===== src/rtl/table_interpolated_sine_top_assert.svh =====
// Assertion macros shared by the table interpolated sine RTL.
`ifndef TABLE_INTERPOLATED_SINE_TOP_ASSERT_SVH
`define TABLE_INTERPOLATED_SINE_TOP_ASSERT_SVH

// same-cycle implication, sampled on clk_i, off during reset
`define TIS_ASSERT_NOW(name, ante, cons, msg) \
  name: assert property (@(posedge clk_i) disable iff (!rst_ni) (ante) |-> (cons)) \
    else $error(msg);

// next-cycle implication, sampled on clk_i, off during reset
`define TIS_ASSERT_NEXT(name, ante, cons, msg) \
  name: assert property (@(posedge clk_i) disable iff (!rst_ni) (ante) |=> (cons)) \
    else $error(msg);

`endif


===== src/rtl/tis_pkg.sv =====
// Types and constants of the table interpolated sine evaluator.
package tis_pkg;

  localparam int DEFAULT_TABLE_DEPTH = 32;

  localparam int ANGLE_W  = 10;
  localparam int STEP_W   = 9;
  localparam int IDX_W    = 5;
  localparam int SAMPLE_W = 16;
  localparam int OFS_W    = 10;
  localparam int PROD_W   = SAMPLE_W + STEP_W;
  localparam int ADDR_W   = 4;
  localparam int DATA_W   = 32;

  localparam logic signed [ANGLE_W-1:0] LOW_ANGLE_RST  = 10'sd0;
  localparam logic signed [ANGLE_W-1:0] HIGH_ANGLE_RST = 10'sd90;
  localparam logic [STEP_W-1:0]         STEP_SIZE_RST  = 9'd5;

  typedef enum logic {
    ACT_WRITE = 1'b0,
    ACT_EVAL  = 1'b1
  } action_e;

  typedef enum logic [1:0] {
    ERR_NONE  = 2'd0,
    ERR_BELOW = 2'd1,
    ERR_ABOVE = 2'd2,
    ERR_DEPTH = 2'd3
  } range_err_e;

  typedef enum logic [1:0] {
    REG_LOW_ANGLE  = 2'd0,
    REG_HIGH_ANGLE = 2'd1,
    REG_STEP_SIZE  = 2'd2
  } cfg_reg_e;

  // sideband through the index divider
  typedef struct packed {
    action_e                     action;
    range_err_e                  err;
    logic [IDX_W-1:0]            idx;
    logic signed [SAMPLE_W-1:0]  val;
  } pre_side_t;

  // request into the table stage
  typedef struct packed {
    action_e                     action;
    range_err_e                  err;
    logic [IDX_W-1:0]            idx;
    logic signed [SAMPLE_W-1:0]  val;
    logic [OFS_W-1:0]            quot;
    logic [STEP_W-1:0]           rem;
    logic [STEP_W-1:0]           step;
  } tbl_req_t;

  // neighbour samples out of the table stage
  typedef struct packed {
    range_err_e                  err;
    logic signed [SAMPLE_W-1:0]  lower;
    logic signed [SAMPLE_W-1:0]  upper;
    logic [STEP_W-1:0]           rem;
    logic [STEP_W-1:0]           step;
  } tbl_rsp_t;

  // sideband through the fraction divider
  typedef struct packed {
    range_err_e                  err;
    logic signed [SAMPLE_W-1:0]  lower;
    logic                        neg;
  } mix_side_t;

endpackage


===== src/rtl/tis_div.sv =====
// Pipelined restoring divider, one quotient bit per stage, with sideband.
`include "table_interpolated_sine_top_assert.svh"

module tis_div #(
  parameter int  Q_W = 10,
  parameter int  D_W = 9,
  parameter type side_t = logic
) (
  input  logic           clk_i,
  input  logic           rst_ni,
  input  logic           valid_i,
  input  logic [Q_W-1:0] dividend_i,
  input  logic [D_W-1:0] rem_i,
  input  logic [D_W-1:0] divisor_i,
  input  side_t          side_i,
  output logic           valid_o,
  output logic [Q_W-1:0] quot_o,
  output logic [D_W-1:0] rem_o,
  output logic [D_W-1:0] divisor_o,
  output side_t          side_o
);

  logic [Q_W-1:0] valid_q;
  logic [Q_W-1:0] num_q [Q_W];
  logic [D_W-1:0] rem_q [Q_W];
  logic [D_W-1:0] div_q [Q_W];
  side_t          side_q [Q_W];

  logic [Q_W-1:0] num_d [Q_W];
  logic [D_W-1:0] rem_d [Q_W];

  logic [Q_W:0]   valid_s;
  logic [Q_W-1:0] num_s [Q_W+1];
  logic [D_W-1:0] rem_s [Q_W+1];
  logic [D_W-1:0] div_s [Q_W+1];
  side_t          side_s [Q_W+1];

  always_comb begin
    valid_s[0] = valid_i;
    num_s[0]   = dividend_i;
    rem_s[0]   = rem_i;
    div_s[0]   = divisor_i;
    side_s[0]  = side_i;
    for (int s = 0; s < Q_W; s++) begin
      valid_s[s+1] = valid_q[s];
      num_s[s+1]   = num_q[s];
      rem_s[s+1]   = rem_q[s];
      div_s[s+1]   = div_q[s];
      side_s[s+1]  = side_q[s];
    end
  end

  always_comb begin
    logic [D_W:0] trial;
    for (int s = 0; s < Q_W; s++) begin
      trial = {rem_s[s], num_s[s][Q_W-1]};
      if (trial >= {1'b0, div_s[s]}) begin
        rem_d[s] = D_W'(trial - {1'b0, div_s[s]});
        num_d[s] = {num_s[s][Q_W-2:0], 1'b1};
      end else begin
        rem_d[s] = trial[D_W-1:0];
        num_d[s] = {num_s[s][Q_W-2:0], 1'b0};
      end
    end
  end

  always_ff @(posedge clk_i or negedge rst_ni) begin
    if (!rst_ni) begin
      valid_q <= '0;
    end else begin
      valid_q <= valid_s[Q_W-1:0];
    end
  end

  always_ff @(posedge clk_i) begin
    for (int s = 0; s < Q_W; s++) begin
      num_q[s]  <= num_d[s];
      rem_q[s]  <= rem_d[s];
      div_q[s]  <= div_s[s];
      side_q[s] <= side_s[s];
    end
  end

  assign valid_o   = valid_s[Q_W];
  assign quot_o    = num_s[Q_W];
  assign rem_o     = rem_s[Q_W];
  assign divisor_o = div_s[Q_W];
  assign side_o    = side_s[Q_W];

  `TIS_ASSERT_NOW(a_div_in_rem, valid_i, rem_i < divisor_i, "divider: initial remainder too big")
  `TIS_ASSERT_NOW(a_div_out_rem, valid_o, rem_o < divisor_o, "divider: remainder not reduced")
  `TIS_ASSERT_NOW(a_div_nonzero, valid_o, divisor_o != '0, "divider: zero divisor")

endmodule


===== src/rtl/tis_table.sv =====
// Sample table stage: index check, sample write, two-neighbour registered read.
module tis_table
  import tis_pkg::*;
#(
  parameter int TABLE_DEPTH = DEFAULT_TABLE_DEPTH
) (
  input  logic     clk_i,
  input  logic     rst_ni,
  input  logic     valid_i,
  input  tbl_req_t req_i,
  output logic     valid_o,
  output tbl_rsp_t rsp_o
);

  localparam int AW = $clog2(TABLE_DEPTH);

  logic [SAMPLE_W-1:0] mem_q [TABLE_DEPTH];
  logic signed [SAMPLE_W-1:0] lower_q, upper_q;
  logic                valid_q;
  range_err_e          err_q, err_d;
  logic [STEP_W-1:0]   rem_q, step_q;

  logic          wr_en;
  logic [AW-1:0] wr_addr, lo_addr, hi_addr;
  logic          quot_ok, up_ok;

  assign wr_en   = valid_i && (req_i.action == ACT_WRITE) && (int'(req_i.idx) < TABLE_DEPTH);
  assign wr_addr = AW'(req_i.idx);
  assign lo_addr = AW'(req_i.quot);
  assign hi_addr = AW'({1'b0, req_i.quot} + 11'd1);
  assign quot_ok = int'(req_i.quot) < TABLE_DEPTH;
  assign up_ok   = (int'(req_i.quot) + 1) < TABLE_DEPTH;

  always_comb begin
    err_d = req_i.err;
    if (req_i.err == ERR_NONE) begin
      if (!quot_ok || ((req_i.rem != '0) && !up_ok)) begin
        err_d = ERR_DEPTH;
      end
    end
  end

  always_ff @(posedge clk_i) begin
    if (wr_en) begin
      mem_q[wr_addr] <= req_i.val;
    end
    lower_q <= mem_q[lo_addr];
    upper_q <= mem_q[hi_addr];
    err_q   <= err_d;
    rem_q   <= req_i.rem;
    step_q  <= req_i.step;
  end

  always_ff @(posedge clk_i or negedge rst_ni) begin
    if (!rst_ni) begin
      valid_q <= 1'b0;
    end else begin
      valid_q <= valid_i && (req_i.action == ACT_EVAL);
    end
  end

  assign valid_o     = valid_q;
  assign rsp_o.err   = err_q;
  assign rsp_o.lower = lower_q;
  assign rsp_o.upper = upper_q;
  assign rsp_o.rem   = rem_q;
  assign rsp_o.step  = step_q;

endmodule


===== src/rtl/table_interpolated_sine_top.sv =====
// Table interpolated sine evaluator: config port, range check, index and fraction pipelines.
// Throughput: one transaction per cycle; busy stays low, writes take the same path as far as the table.
// Depth is set by two one-bit-per-stage dividers (10 and 16 stages) plus 4 other stages.
// Reset clears config to low 0, high 90, step 5 and all pipeline valids; the table
// holds undefined samples until written.
`include "table_interpolated_sine_top_assert.svh"

module table_interpolated_sine_top
  import tis_pkg::*;
#(
  parameter int TABLE_DEPTH = DEFAULT_TABLE_DEPTH
) (
  input  logic                       clk_i,
  input  logic                       rst_ni,
  input  logic                       start,
  output logic                       busy,
  input  logic                       action_i,
  input  logic signed [ANGLE_W-1:0]  angle_i,
  input  logic [IDX_W-1:0]           entry_index_i,
  input  logic signed [SAMPLE_W-1:0] entry_value_i,
  output logic                       result_valid_o,
  output logic signed [SAMPLE_W-1:0] value_o,
  output logic [1:0]                 range_error_o,
  input  logic                       psel,
  input  logic                       penable,
  input  logic                       pwrite,
  input  logic [ADDR_W-1:0]          paddr,
  input  logic [DATA_W-1:0]          pwdata,
  output logic [DATA_W-1:0]          prdata,
  output logic                       pready
);

  // configuration registers
  logic signed [ANGLE_W-1:0] low_q, high_q;
  logic [STEP_W-1:0]         step_q;
  logic                      cfg_wr;

  assign pready = 1'b1;
  assign busy   = 1'b0;
  assign cfg_wr = psel && penable && pwrite && pready;

  always_ff @(posedge clk_i or negedge rst_ni) begin
    if (!rst_ni) begin
      low_q  <= LOW_ANGLE_RST;
      high_q <= HIGH_ANGLE_RST;
      step_q <= STEP_SIZE_RST;
    end else if (cfg_wr) begin
      unique case (paddr[3:2])
        REG_LOW_ANGLE:  low_q  <= pwdata[ANGLE_W-1:0];
        REG_HIGH_ANGLE: high_q <= pwdata[ANGLE_W-1:0];
        REG_STEP_SIZE:  step_q <= pwdata[STEP_W-1:0];
        default: ;
      endcase
    end
  end

  always_comb begin
    unique case (paddr[3:2])
      REG_LOW_ANGLE:  prdata = DATA_W'(low_q);
      REG_HIGH_ANGLE: prdata = DATA_W'(high_q);
      REG_STEP_SIZE:  prdata = DATA_W'(step_q);
      default:        prdata = '0;
    endcase
  end

  // stage 0: bound check and offset
  logic              acc;
  logic              s0_valid_q;
  pre_side_t         s0_side_q, s0_side_d;
  logic [OFS_W-1:0]  s0_ofs_q, s0_ofs_d;
  logic [STEP_W-1:0] s0_step_q, s0_step_d;
  logic [ANGLE_W:0]  ofs_full;

  assign acc      = start && !busy;
  assign ofs_full = {angle_i[ANGLE_W-1], angle_i} - {low_q[ANGLE_W-1], low_q};

  always_comb begin
    s0_side_d.action = action_e'(action_i);
    s0_side_d.idx    = entry_index_i;
    s0_side_d.val    = entry_value_i;
    if (angle_i < low_q) begin
      s0_side_d.err = ERR_BELOW;
    end else if (angle_i > high_q) begin
      s0_side_d.err = ERR_ABOVE;
    end else begin
      s0_side_d.err = ERR_NONE;
    end
    s0_ofs_d  = ofs_full[OFS_W-1:0];
    s0_step_d = (step_q == '0) ? STEP_W'(1) : step_q;
  end

  always_ff @(posedge clk_i or negedge rst_ni) begin
    if (!rst_ni) begin
      s0_valid_q <= 1'b0;
    end else begin
      s0_valid_q <= acc;
    end
  end

  always_ff @(posedge clk_i) begin
    s0_side_q <= s0_side_d;
    s0_ofs_q  <= s0_ofs_d;
    s0_step_q <= s0_step_d;
  end

  // index divider: offset / step
  logic              d1_valid;
  logic [OFS_W-1:0]  d1_quot;
  logic [STEP_W-1:0] d1_rem, d1_step;
  pre_side_t         d1_side;

  tis_div #(
    .Q_W    (OFS_W),
    .D_W    (STEP_W),
    .side_t (pre_side_t)
  ) u_idx_div (
    .clk_i      (clk_i),
    .rst_ni     (rst_ni),
    .valid_i    (s0_valid_q),
    .dividend_i (s0_ofs_q),
    .rem_i      ('0),
    .divisor_i  (s0_step_q),
    .side_i     (s0_side_q),
    .valid_o    (d1_valid),
    .quot_o     (d1_quot),
    .rem_o      (d1_rem),
    .divisor_o  (d1_step),
    .side_o     (d1_side)
  );

  // table stage
  tbl_req_t tbl_req;
  tbl_rsp_t tbl_rsp;
  logic     tbl_valid;

  always_comb begin
    tbl_req.action = d1_side.action;
    tbl_req.err    = d1_side.err;
    tbl_req.idx    = d1_side.idx;
    tbl_req.val    = d1_side.val;
    tbl_req.quot   = d1_quot;
    tbl_req.rem    = d1_rem;
    tbl_req.step   = d1_step;
  end

  tis_table #(
    .TABLE_DEPTH (TABLE_DEPTH)
  ) u_table (
    .clk_i   (clk_i),
    .rst_ni  (rst_ni),
    .valid_i (d1_valid),
    .req_i   (tbl_req),
    .valid_o (tbl_valid),
    .rsp_o   (tbl_rsp)
  );

  // multiply stage: |upper - lower| * rem
  logic signed [SAMPLE_W:0] delta;
  logic [SAMPLE_W-1:0]      delta_mag;
  logic                     mul_valid_q;
  logic [PROD_W-1:0]        mul_prod_q, mul_prod_d;
  mix_side_t                mul_side_q, mul_side_d;
  logic [STEP_W-1:0]        mul_step_q;

  assign delta     = {tbl_rsp.upper[SAMPLE_W-1], tbl_rsp.upper}
                   - {tbl_rsp.lower[SAMPLE_W-1], tbl_rsp.lower};
  assign delta_mag = delta[SAMPLE_W] ? SAMPLE_W'(-delta) : delta[SAMPLE_W-1:0];
  assign mul_prod_d = PROD_W'(delta_mag) * PROD_W'(tbl_rsp.rem);

  always_comb begin
    mul_side_d.err   = tbl_rsp.err;
    mul_side_d.lower = tbl_rsp.lower;
    mul_side_d.neg   = delta[SAMPLE_W];
  end

  always_ff @(posedge clk_i or negedge rst_ni) begin
    if (!rst_ni) begin
      mul_valid_q <= 1'b0;
    end else begin
      mul_valid_q <= tbl_valid;
    end
  end

  always_ff @(posedge clk_i) begin
    mul_prod_q <= mul_prod_d;
    mul_side_q <= mul_side_d;
    mul_step_q <= tbl_rsp.step;
  end

  // fraction divider: product / step, quotient fits the sample width
  logic                d2_valid;
  logic [SAMPLE_W-1:0] d2_quot;
  mix_side_t           d2_side;

  tis_div #(
    .Q_W    (SAMPLE_W),
    .D_W    (STEP_W),
    .side_t (mix_side_t)
  ) u_frac_div (
    .clk_i      (clk_i),
    .rst_ni     (rst_ni),
    .valid_i    (mul_valid_q),
    .dividend_i (mul_prod_q[SAMPLE_W-1:0]),
    .rem_i      (mul_prod_q[PROD_W-1:SAMPLE_W]),
    .divisor_i  (mul_step_q),
    .side_i     (mul_side_q),
    .valid_o    (d2_valid),
    .quot_o     (d2_quot),
    .rem_o      (),
    .divisor_o  (),
    .side_o     (d2_side)
  );

  // output stage
  logic [SAMPLE_W:0]          frac, sum;
  logic                       out_valid_q;
  logic signed [SAMPLE_W-1:0] out_value_q, out_value_d;
  range_err_e                 out_err_q;

  assign frac = d2_side.neg ? -{1'b0, d2_quot} : {1'b0, d2_quot};
  assign sum  = {d2_side.lower[SAMPLE_W-1], d2_side.lower} + frac;
  assign out_value_d = (d2_side.err == ERR_NONE) ? sum[SAMPLE_W-1:0] : '0;

  always_ff @(posedge clk_i or negedge rst_ni) begin
    if (!rst_ni) begin
      out_valid_q <= 1'b0;
    end else begin
      out_valid_q <= d2_valid;
    end
  end

  always_ff @(posedge clk_i) begin
    out_value_q <= out_value_d;
    out_err_q   <= d2_side.err;
  end

  assign result_valid_o = out_valid_q;
  assign value_o        = out_value_q;
  assign range_error_o  = out_err_q;

  `TIS_ASSERT_NOW(a_err_zero, result_valid_o && (range_error_o != ERR_NONE), value_o == '0, "value not zero on range error")
  `TIS_ASSERT_NOW(a_frac_fits, mul_valid_q, mul_prod_q[PROD_W-1:SAMPLE_W] < mul_step_q, "fraction quotient overflows")
  `TIS_ASSERT_NEXT(a_write_silent, d1_valid && (d1_side.action == ACT_WRITE), !tbl_valid, "write transaction went on past the table")

endmodule


===== config.mk =====
export PLATFORM = sky130hd
export DESIGN_NAME = table_interpolated_sine_top
export DESIGN_NICKNAME = d
export VERILOG_FILES = /design/src/rtl/tis_pkg.sv /design/src/rtl/tis_div.sv /design/src/rtl/tis_table.sv /design/src/rtl/table_interpolated_sine_top.sv
export VERILOG_INCLUDE_DIRS = /design/src /design/src/rtl
export SDC_FILE = /design/constraint.sdc
export NUM_CORES = 2
export LEC_CHECK = 0
export BUFFER_PORTS_ARGS = -buffer_cell sky130_fd_sc_hd__buf_2
export CORE_UTILIZATION = 45
export DETAILED_ROUTE_END_ITERATION = 16
export GPL_ROUTABILITY_DRIVEN = 0
export SETUP_SLACK_MARGIN = 0.05
export SYNTH_ARGS = -nofsm -noshare
export SYNTH_HDL_FRONTEND = slang
export SYNTH_SLANG_ARGS = --single-unit

===== constraint.sdc =====
create_clock -name clk_i -period 7.13 [get_ports clk_i]
set_input_delay 1.426 -clock clk_i [delete_from_list [all_inputs] [get_ports clk_i]]
set_output_delay 1.426 -clock clk_i [all_outputs]
set_load 0.03 [all_outputs]

# Word level (Yosys, flattened, before mapping)

Memories as Yosys holds them, arrays and structs flattened. A register that Yosys moved wholly into a read port is not among the register bits.
Index checks and enable logic that the tools add are counted.

Divide/modulo/power cells: 0
Shifts and indexed selects: 0
Multiply operators: 1
Equal/unequal tests: 2
Bitwise gates (word level): 1
Reduce and logical (&&, ||, !) cells: 16
$add $sub $neg: 33
Muxes and demuxes: 60
$lt $le $gt $ge: 30

Operators by type and width:

| cell                    | count |
|---|---|
| $ge A10 B9 Y1           | 25 |
| $mux W9                 | 26 |
| $sub A9 B9 Y9           | 25 |
| $pmux W32 S3            | 1 |
| $lt A32 B7 Y1 const B   | 1 |
| $mux W16                | 2 |
| $neg A16 Y16            | 2 |
| $mux W1                 | 28 |
| $mul A16 B9 Y25         | 1 |
| $sub A16 B16 Y17        | 1 |
| $add A16 B16 Y16        | 1 |
| $add A10 B1 Y11 const B | 1 |
| $gt A10 B10 Y1          | 1 |
| $lt A10 B10 Y1          | 1 |
| $lt A10 B6 Y1 const B   | 1 |
| $sub A10 B10 Y10        | 1 |
| $ge A1 B9 Y1            | 1 |
| $logic_not A9 Y1        | 1 |
| $reduce_bool A9 Y1      | 1 |
| $sub A1 B9 Y9           | 1 |
| $logic_not A2 Y1        | 3 |
| $mux W2                 | 3 |
| $reduce_and A2 Y1       | 3 |
| $add A5 B1 Y5 const B   | 1 |
| other kinds (6)         | 11 |

Memory bits (writable): 1,880
Memories: 9
Output and inout port bits: 53
Latch bits: 0
Memory bits (read-only): 0
Bits in registers: 184

Memories:

| memory            | words | width | rd ports | clocked after Yosys merged registers in | wr ports | RTL line        | text |
|---|---|---|---|---|---|---|---|
| u_table.mem_q     | 32    | 16    | 2        | 2                                       | 1        | tis_table.sv:17 | `logic [SAMPLE_W-1:0] mem_q [TABLE_DEPTH];` |
| u_frac_div.side_q | 16    | 19    | 16       | 0                                       | 16       | tis_div.sv:27   | `side_t side_q [Q_W];` |
| u_frac_div.num_q  | 16    | 16    | 16       | 0                                       | 16       | tis_div.sv:24   | `logic [Q_W-1:0] num_q [Q_W];` |
| u_idx_div.side_q  | 10    | 24    | 10       | 0                                       | 10       | tis_div.sv:27   |  |
| u_frac_div.div_q  | 16    | 9     | 15       | 0                                       | 16       | tis_div.sv:26   | `logic [D_W-1:0] div_q [Q_W];` |
| u_frac_div.rem_q  | 16    | 9     | 15       | 0                                       | 16       | tis_div.sv:25   | `logic [D_W-1:0] rem_q [Q_W];` |
| +3 memories       | --    | --    | --       | --                                      | --       | --              |  |

# Logic depth before layout (Yosys ltp)

An unclocked memory read counts as a cell.

Word-level depth: 8
Gate-level depth with buffers: 32
Gate-level depth less buffers: 32

# Hierarchy

Synthesis repeated with hierarchy kept, for this count alone.

Cells, all modules: 5,707
Area, all modules: 78,642.9 sq um

Modules (own cells, without submodules):

| module                      | seq. area each (sq um) | area an instance (sq um) | times used | cells an instance |
|---|---|---|---|---|
| tis_div (u_frac_div)        | 17,376.7               | 26,340.3                 | 1          | 2,083 |
| tis_table                   | 16,440.8               | 25,106.6                 | 1          | 1,166 |
| tis_div (u_idx_div)         | 10,660.2               | 15,837.7                 | 1          | 1,226 |
| table_interpolated_sine_top | 3,090.5                | 11,358.4                 | 1          | 1,232 |

# Worst setup path after synthesis

No wires, ideal clock.

Path type: reg2reg
From: register u_table.upper_q[0] (read register of u_table.mem_q)
To: register mul_prod_q[21]
Cell stages (with the launch flop): 29
Path slack: -0.080 ns
Data required time: 7.068 ns
Library setup time: 0.062 ns
Buffers on the path: 0
Data arrival time: 7.148 ns
Period minus slack after synthesis: 7.210 ns
Cell sequence: dfxtp_1 inv_1 ha_1 fa_1 nor2b_1 o2111ai_1 nand4_1 a21oi_1 o31ai_1 mux2_2 clkinv_1 o21ai_0 xnor2_1 and2_1 fa_1 fa_1 fa_1 inv_1 fa_1 inv_1 ha_1 a21o_1 a21o_1 a21oi_1 o31a_1 o21a_1 o21ai_0 or4b_2 nand3_1

Elaborated cells on any way between the ends: 4
Classes of those cells: 2 x add/sub; 1 x mul; 1 x mux

RTL lines:

| element                | RTL line                           | text |
|---|---|---|
| start: declaration     | tis_table.sv:18                    | `logic signed [SAMPLE_W-1:0] lower_q, upper_q;` |
| $sub A16 B16 Y17       | table_interpolated_sine_top.sv:166 | `- {tbl_rsp.lower[SAMPLE_W-1], tbl_rsp.lower};` |
| net delta[16]          | table_interpolated_sine_top.sv:158 | `logic signed [SAMPLE_W:0] delta;` |
| $mux W16               | table_interpolated_sine_top.sv:167 | `assign delta_mag = delta[SAMPLE_W] ? SAMPLE_W'(-delta) : delta[SAMPLE_W-1:0];` |
| $mul A16 B9 Y25        | table_interpolated_sine_top.sv:168 | `assign mul_prod_d = PROD_W'(delta_mag) * PROD_W'(tbl_rsp.rem);` |
| net mul_prod_d[21]     | table_interpolated_sine_top.sv:161 | `logic [PROD_W-1:0] mul_prod_q, mul_prod_d;` |
| end signal: assignment | table_interpolated_sine_top.sv:185 | `mul_prod_q <= mul_prod_d;` |
| end: declaration       | table_interpolated_sine_top.sv:161 |  |

The timed path passes the listed nets, and every way through them passes these cells.
A chain may end at the register's enable or synchronous reset.

# Final worst setup path

Ends and elaborated chain as after synthesis.

==> flow_summary.rst <==
.. list-table::
   :header-rows: 1

   * - Metric
     - Value
   * - Hold Path Class
     - reg -> reg
   * - Count of H-tree levels built during CTS
     - 4
   * - Hold Path Stages
     - 0
   * - Cell row count
     - 149
   * - Nets
     - 6,117
   * - Detailed router's first-iteration violation count
     - 2,329
   * - Top achievable clock speed
     - 146 MHz
   * - Total iterations of the first detailed-routing run
     - 11
   * - Actual slew at the worst max-slew pin
     - 1090 ps
   * - Signal arrival time at the worst endpoint
     - 7610 ps
   * - Antenna diode count
     - 0
   * - Number of warning messages in the yosys log
     - 0
   * - Register area share after synthesis
     - 0.630
   * - Clock buffers created by TritonCTS
     - 198
   * - Final min period
     - 6870 ps
   * - Clock tree from TritonCTS
     - built
   * - Tcrit/Tclk final
     - 0.964
   * - Cell at the root of the clock tree
     - clkbuf_16
   * - Final standard cell count with taps included and fillers excluded
     - 7,953
   * - Cells after Synth
     - 5,306
   * - Hold Buf Count CTS
     - 0
   * - Proportion of synthesized area in mux cells
     - 0.113
   * - Ratio of cells with drive above 1 in the final layout
     - 0.199
   * - Number of enable flip-flop cells after synthesis
     - 512
   * - All-layer global routing usage
     - 0.166
   * - Number of hold violations in the final report
     - 0
   * - Area growth, synth to finish
     - 15.4%
   * - Initial antenna violation count
     - 6
   * - Complex-gate fraction of the synthesized area
     - 0.0541
   * - RSZ-0062 raised after global routing
     - true
   * - CP max stage delay
     - 530 ps
   * - Flip-flop and latch count after synthesis
     - 2,087
   * - Total Routed Length
     - 138 mm
   * - Combinational family with the most area after synthesis
     - multiplexers
   * - WL per Instance
     - 17.3 um
   * - Die outline height
     - 410 um
   * - Worst Reg2Reg Path Length in Cells
     - 31
   * - Vias in the first global route
     - 40,945
   * - Number of fill cells
     - 13,822
   * - Number of sinks on the clock net
     - 2,087
   * - Max-slew headroom
     - 0.272
   * - Count of vias placed by the detailed router
     - 40,143
   * - Top post-synthesis cells by count
     - dfxtp_1 (1,516), edfxtp_1 (512), inv_1 (438)
   * - Library cells used by synthesis
     - 79
   * - Top cell type by total area after synthesis
     - dfxtp_1
   * - Total congestion overflow after global routing
     - 0
   * - R2r startpoint
     - u_table.upper_q[0]
   * - Run status
     - finished with violations
   * - Final standard cell utilization of the core
     - 0.524
   * - Maximum fanout encountered on the critical timing path
     - 6
   * - Crit path launch type
     - register
   * - Number of nets produced by synthesis
     - 5,832
   * - Horizontal extent of the die
     - 410 um
   * - XOR/XNOR Fraction of Synth Area
     - 0.0250
   * - Dpl cells
     - 7,552
   * - Post-route setup slack
     - 258 ps
   * - Setup Skew
     - 37.9 ps
   * - Initial Util
     - 0.454
   * - RR Endpoint
     - mul_prod_q[21]
   * - Max clock buf depth
     - 3
   * - Maximum number of pins on one net before global-route repair
     - 126
   * - Via-to-Cell Ratio
     - 5.05
   * - Ys async rst share
     - 0.0283
   * - Core Footprint
     - 0.165 mm^2
   * - Failing checks
     - design-rule violations
   * - Cell area after synthesis
     - 0.0750 mm^2
   * - First-pass GRT wire length
     - 219 mm
   * - Top-area cell type share of the netlist area
     - 0.405
   * - Required time reported for the critical path endpoint
     - 7870 ps
   * - Kind of end point of the critical path
     - register
   * - Critical hold path startpoint
     - u_frac_div.num_q[0][59]
   * - Number of maximum-capacitance violations
     - 0
   * - DRC violations left
     - 17
   * - Post-Place Setup Slack
     - -425 ps
   * - DP Wirelength
     - 88.1 mm
   * - End of the worst hold path
     - u_frac_div.num_q[0][76]
   * - Ys flop type
     - dfxtp_1
   * - CP dominant cell by count
     - fa_1
   * - Top-count cell post-synth
     - dfxtp_1
   * - Dominant cells by area after synthesis
     - dfxtp_1 (40%), edfxtp_1 (21%), mux4_2 (9.6%)
   * - Cell type of the slowest stage on the worst timing path
     - fa_1
   * - Worst Path Class, Setup
     - reg -> reg
   * - Adder-cell share of the synthesized area
     - 0.0881
   * - Total setup violations reported at the end of the flow
     - 0
   * - Slack of the worst reg-to-reg path
     - 260 ps
   * - Die Outline Area
     - 0.168 mm^2
   * - IO buf count
     - 100
   * - Antenna-violating nets left
     - 0
   * - Synth Area in Simple Gates
     - 0.0591
   * - Clock latency of the later-clocked register in the worst-skew pair
     - 810 ps
   * - Count of pins on the block boundary
     - 127
   * - Number of pins with negative max-slew slack in the final report
     - 0
   * - CTS clk-pin slew, worst paths
     - 60 ps
   * - Synthesized area per cell
     - 14.1 um^2
critical path: cells and delay by family, from the launching register on:
kind / cells / cell delay (ps)
AO/OA/AOI/OAI: 9 / 1390
XOR/XNOR: 1 / 300
adder cells (fa/ha/maj): 7 / 2740
buffers and inverters: 7 / 600
flip-flops: 1 / 310
multiplexers: 1 / 360
AND/OR/NAND/NOR: 6 / 1100
cell families (layout without fill, tap and decap cells):
logic type / Yosys count / count (layout)
flip-flops: 2087 / 2087
XOR/XNOR: 214 / 215
multiplexers: 435 / 435
buffers and inverters: 591 / 1048
adder cells (fa/ha/maj): 452 / 452
other: 2 / 2
AND/OR/NAND/NOR: 876 / 876
AO/OA/AOI/OAI: 649 / 649
per-stage QoR:
stage,hold slack [ps],instance area [um^2],TNS [ps]
6_report,306,86500,0
5_1_grt,310,86500,0
4_1_cts,299,85900,0
3_5_place_dp,312,78700,-1900
3_3_place_gp,310,78700,-1860
2_1_floorplan,310,75000,0
worst max-delay path by stage:
stage / startpoint / end / depth (start not counted)
2_1_floorplan: u_table.lower_q[7] / mul_prod_q[21] / 27
3_3_place_gp: u_table.upper_q[0] / mul_prod_q[21] / 30
3_5_place_dp: u_table.upper_q[0] / mul_prod_q[21] / 28
4_1_cts: u_table.upper_q[0] / mul_prod_q[21] / 30
5_1_grt: u_table.upper_q[0] / mul_prod_q[21] / 32
6_report: u_table.upper_q[0] / mul_prod_q[21] / 31
placed cells by master, fill, tap and decap left out, drive strengths merged, types with 49 or more instances in the layout:
| cell type | synthesis | layout |
|---|---|---|
| xor2 | 48 | 49 |
| nand2b | 85 | 85 |
| xnor2 | 166 | 166 |
| a21oi | 265 | 265 |
| fa | 126 | 126 |
| nand2 | 135 | 135 |
| clkbuf | 101 | 277 |
| nor2b | 110 | 110 |
| nand4 | 51 | 51 |
| inv | 438 | 458 |
| o21ai | 98 | 98 |
| mux2 | 103 | 103 |
| ha | 326 | 326 |
| and2 | 84 | 84 |
| a21o | 155 | 155 |
| buf | 51 | 236 |
| edfxtp | 512 | 512 |
| dfrtp | 53 | 53 |
| nor2 | 299 | 299 |
| mux4 | 320 | 320 |
| dfxtp | 1516 | 1516 |
cell type report:
cell class                      count  area, um^2  share of cell area
Clock buffer                      277        5860              0.0678
Clock inverter                     96        1200              0.0139
Inverter                          439        1650              0.0191
Multi-Input combinational cell   2629       26200               0.303
Sequential cell                  2087       47200               0.546
Tap cell                         2189        2740              0.0317
Timing Repair Buffer              236        1570              0.0182
timing repair:
action	4_1_cts	5_1_grt
setup endpoints to repair	8	8
resized for setup	12	90
pin swaps	7	72
setup buffers	6	22
gates cloned	0	1
sequential cells by signal, summed over array words and instances, names as in the netlist, 16 cells and up:
name                flops
u_table.upper_q        16
u_idx_div.side_q      240
u_frac_div.num_q      256
u_table.mem_q         512
u_table.lower_q        16
mul_side_q             19
mul_prod_q             25
u_frac_div.side_q     304
u_idx_div.div_q        90
u_idx_div.rem_q        90
u_frac_div.rem_q      135
s0_side_q              24
u_idx_div.num_q       100
value_o                16
u_frac_div.div_q      135
u_frac_div.valid_q     16
layer usage:
| layer | up-vias | track usage | wire length (um) |
|---|---|---|---|
| li1 | 19186 | - | - |
| met1 | 19823 | 0.207 | 58000 |
| met2 | 911 | 0.291 | 69100 |
| met3 | 223 | 0.0321 | 7640 |
| met4 | 0 | 0.0477 | 3010 |
| met5 | - | 0 | 0 |
Power is left out: the tool's default activity adds up to more than one toggle a clock period on the data nets, which glitch-free logic cannot reach.
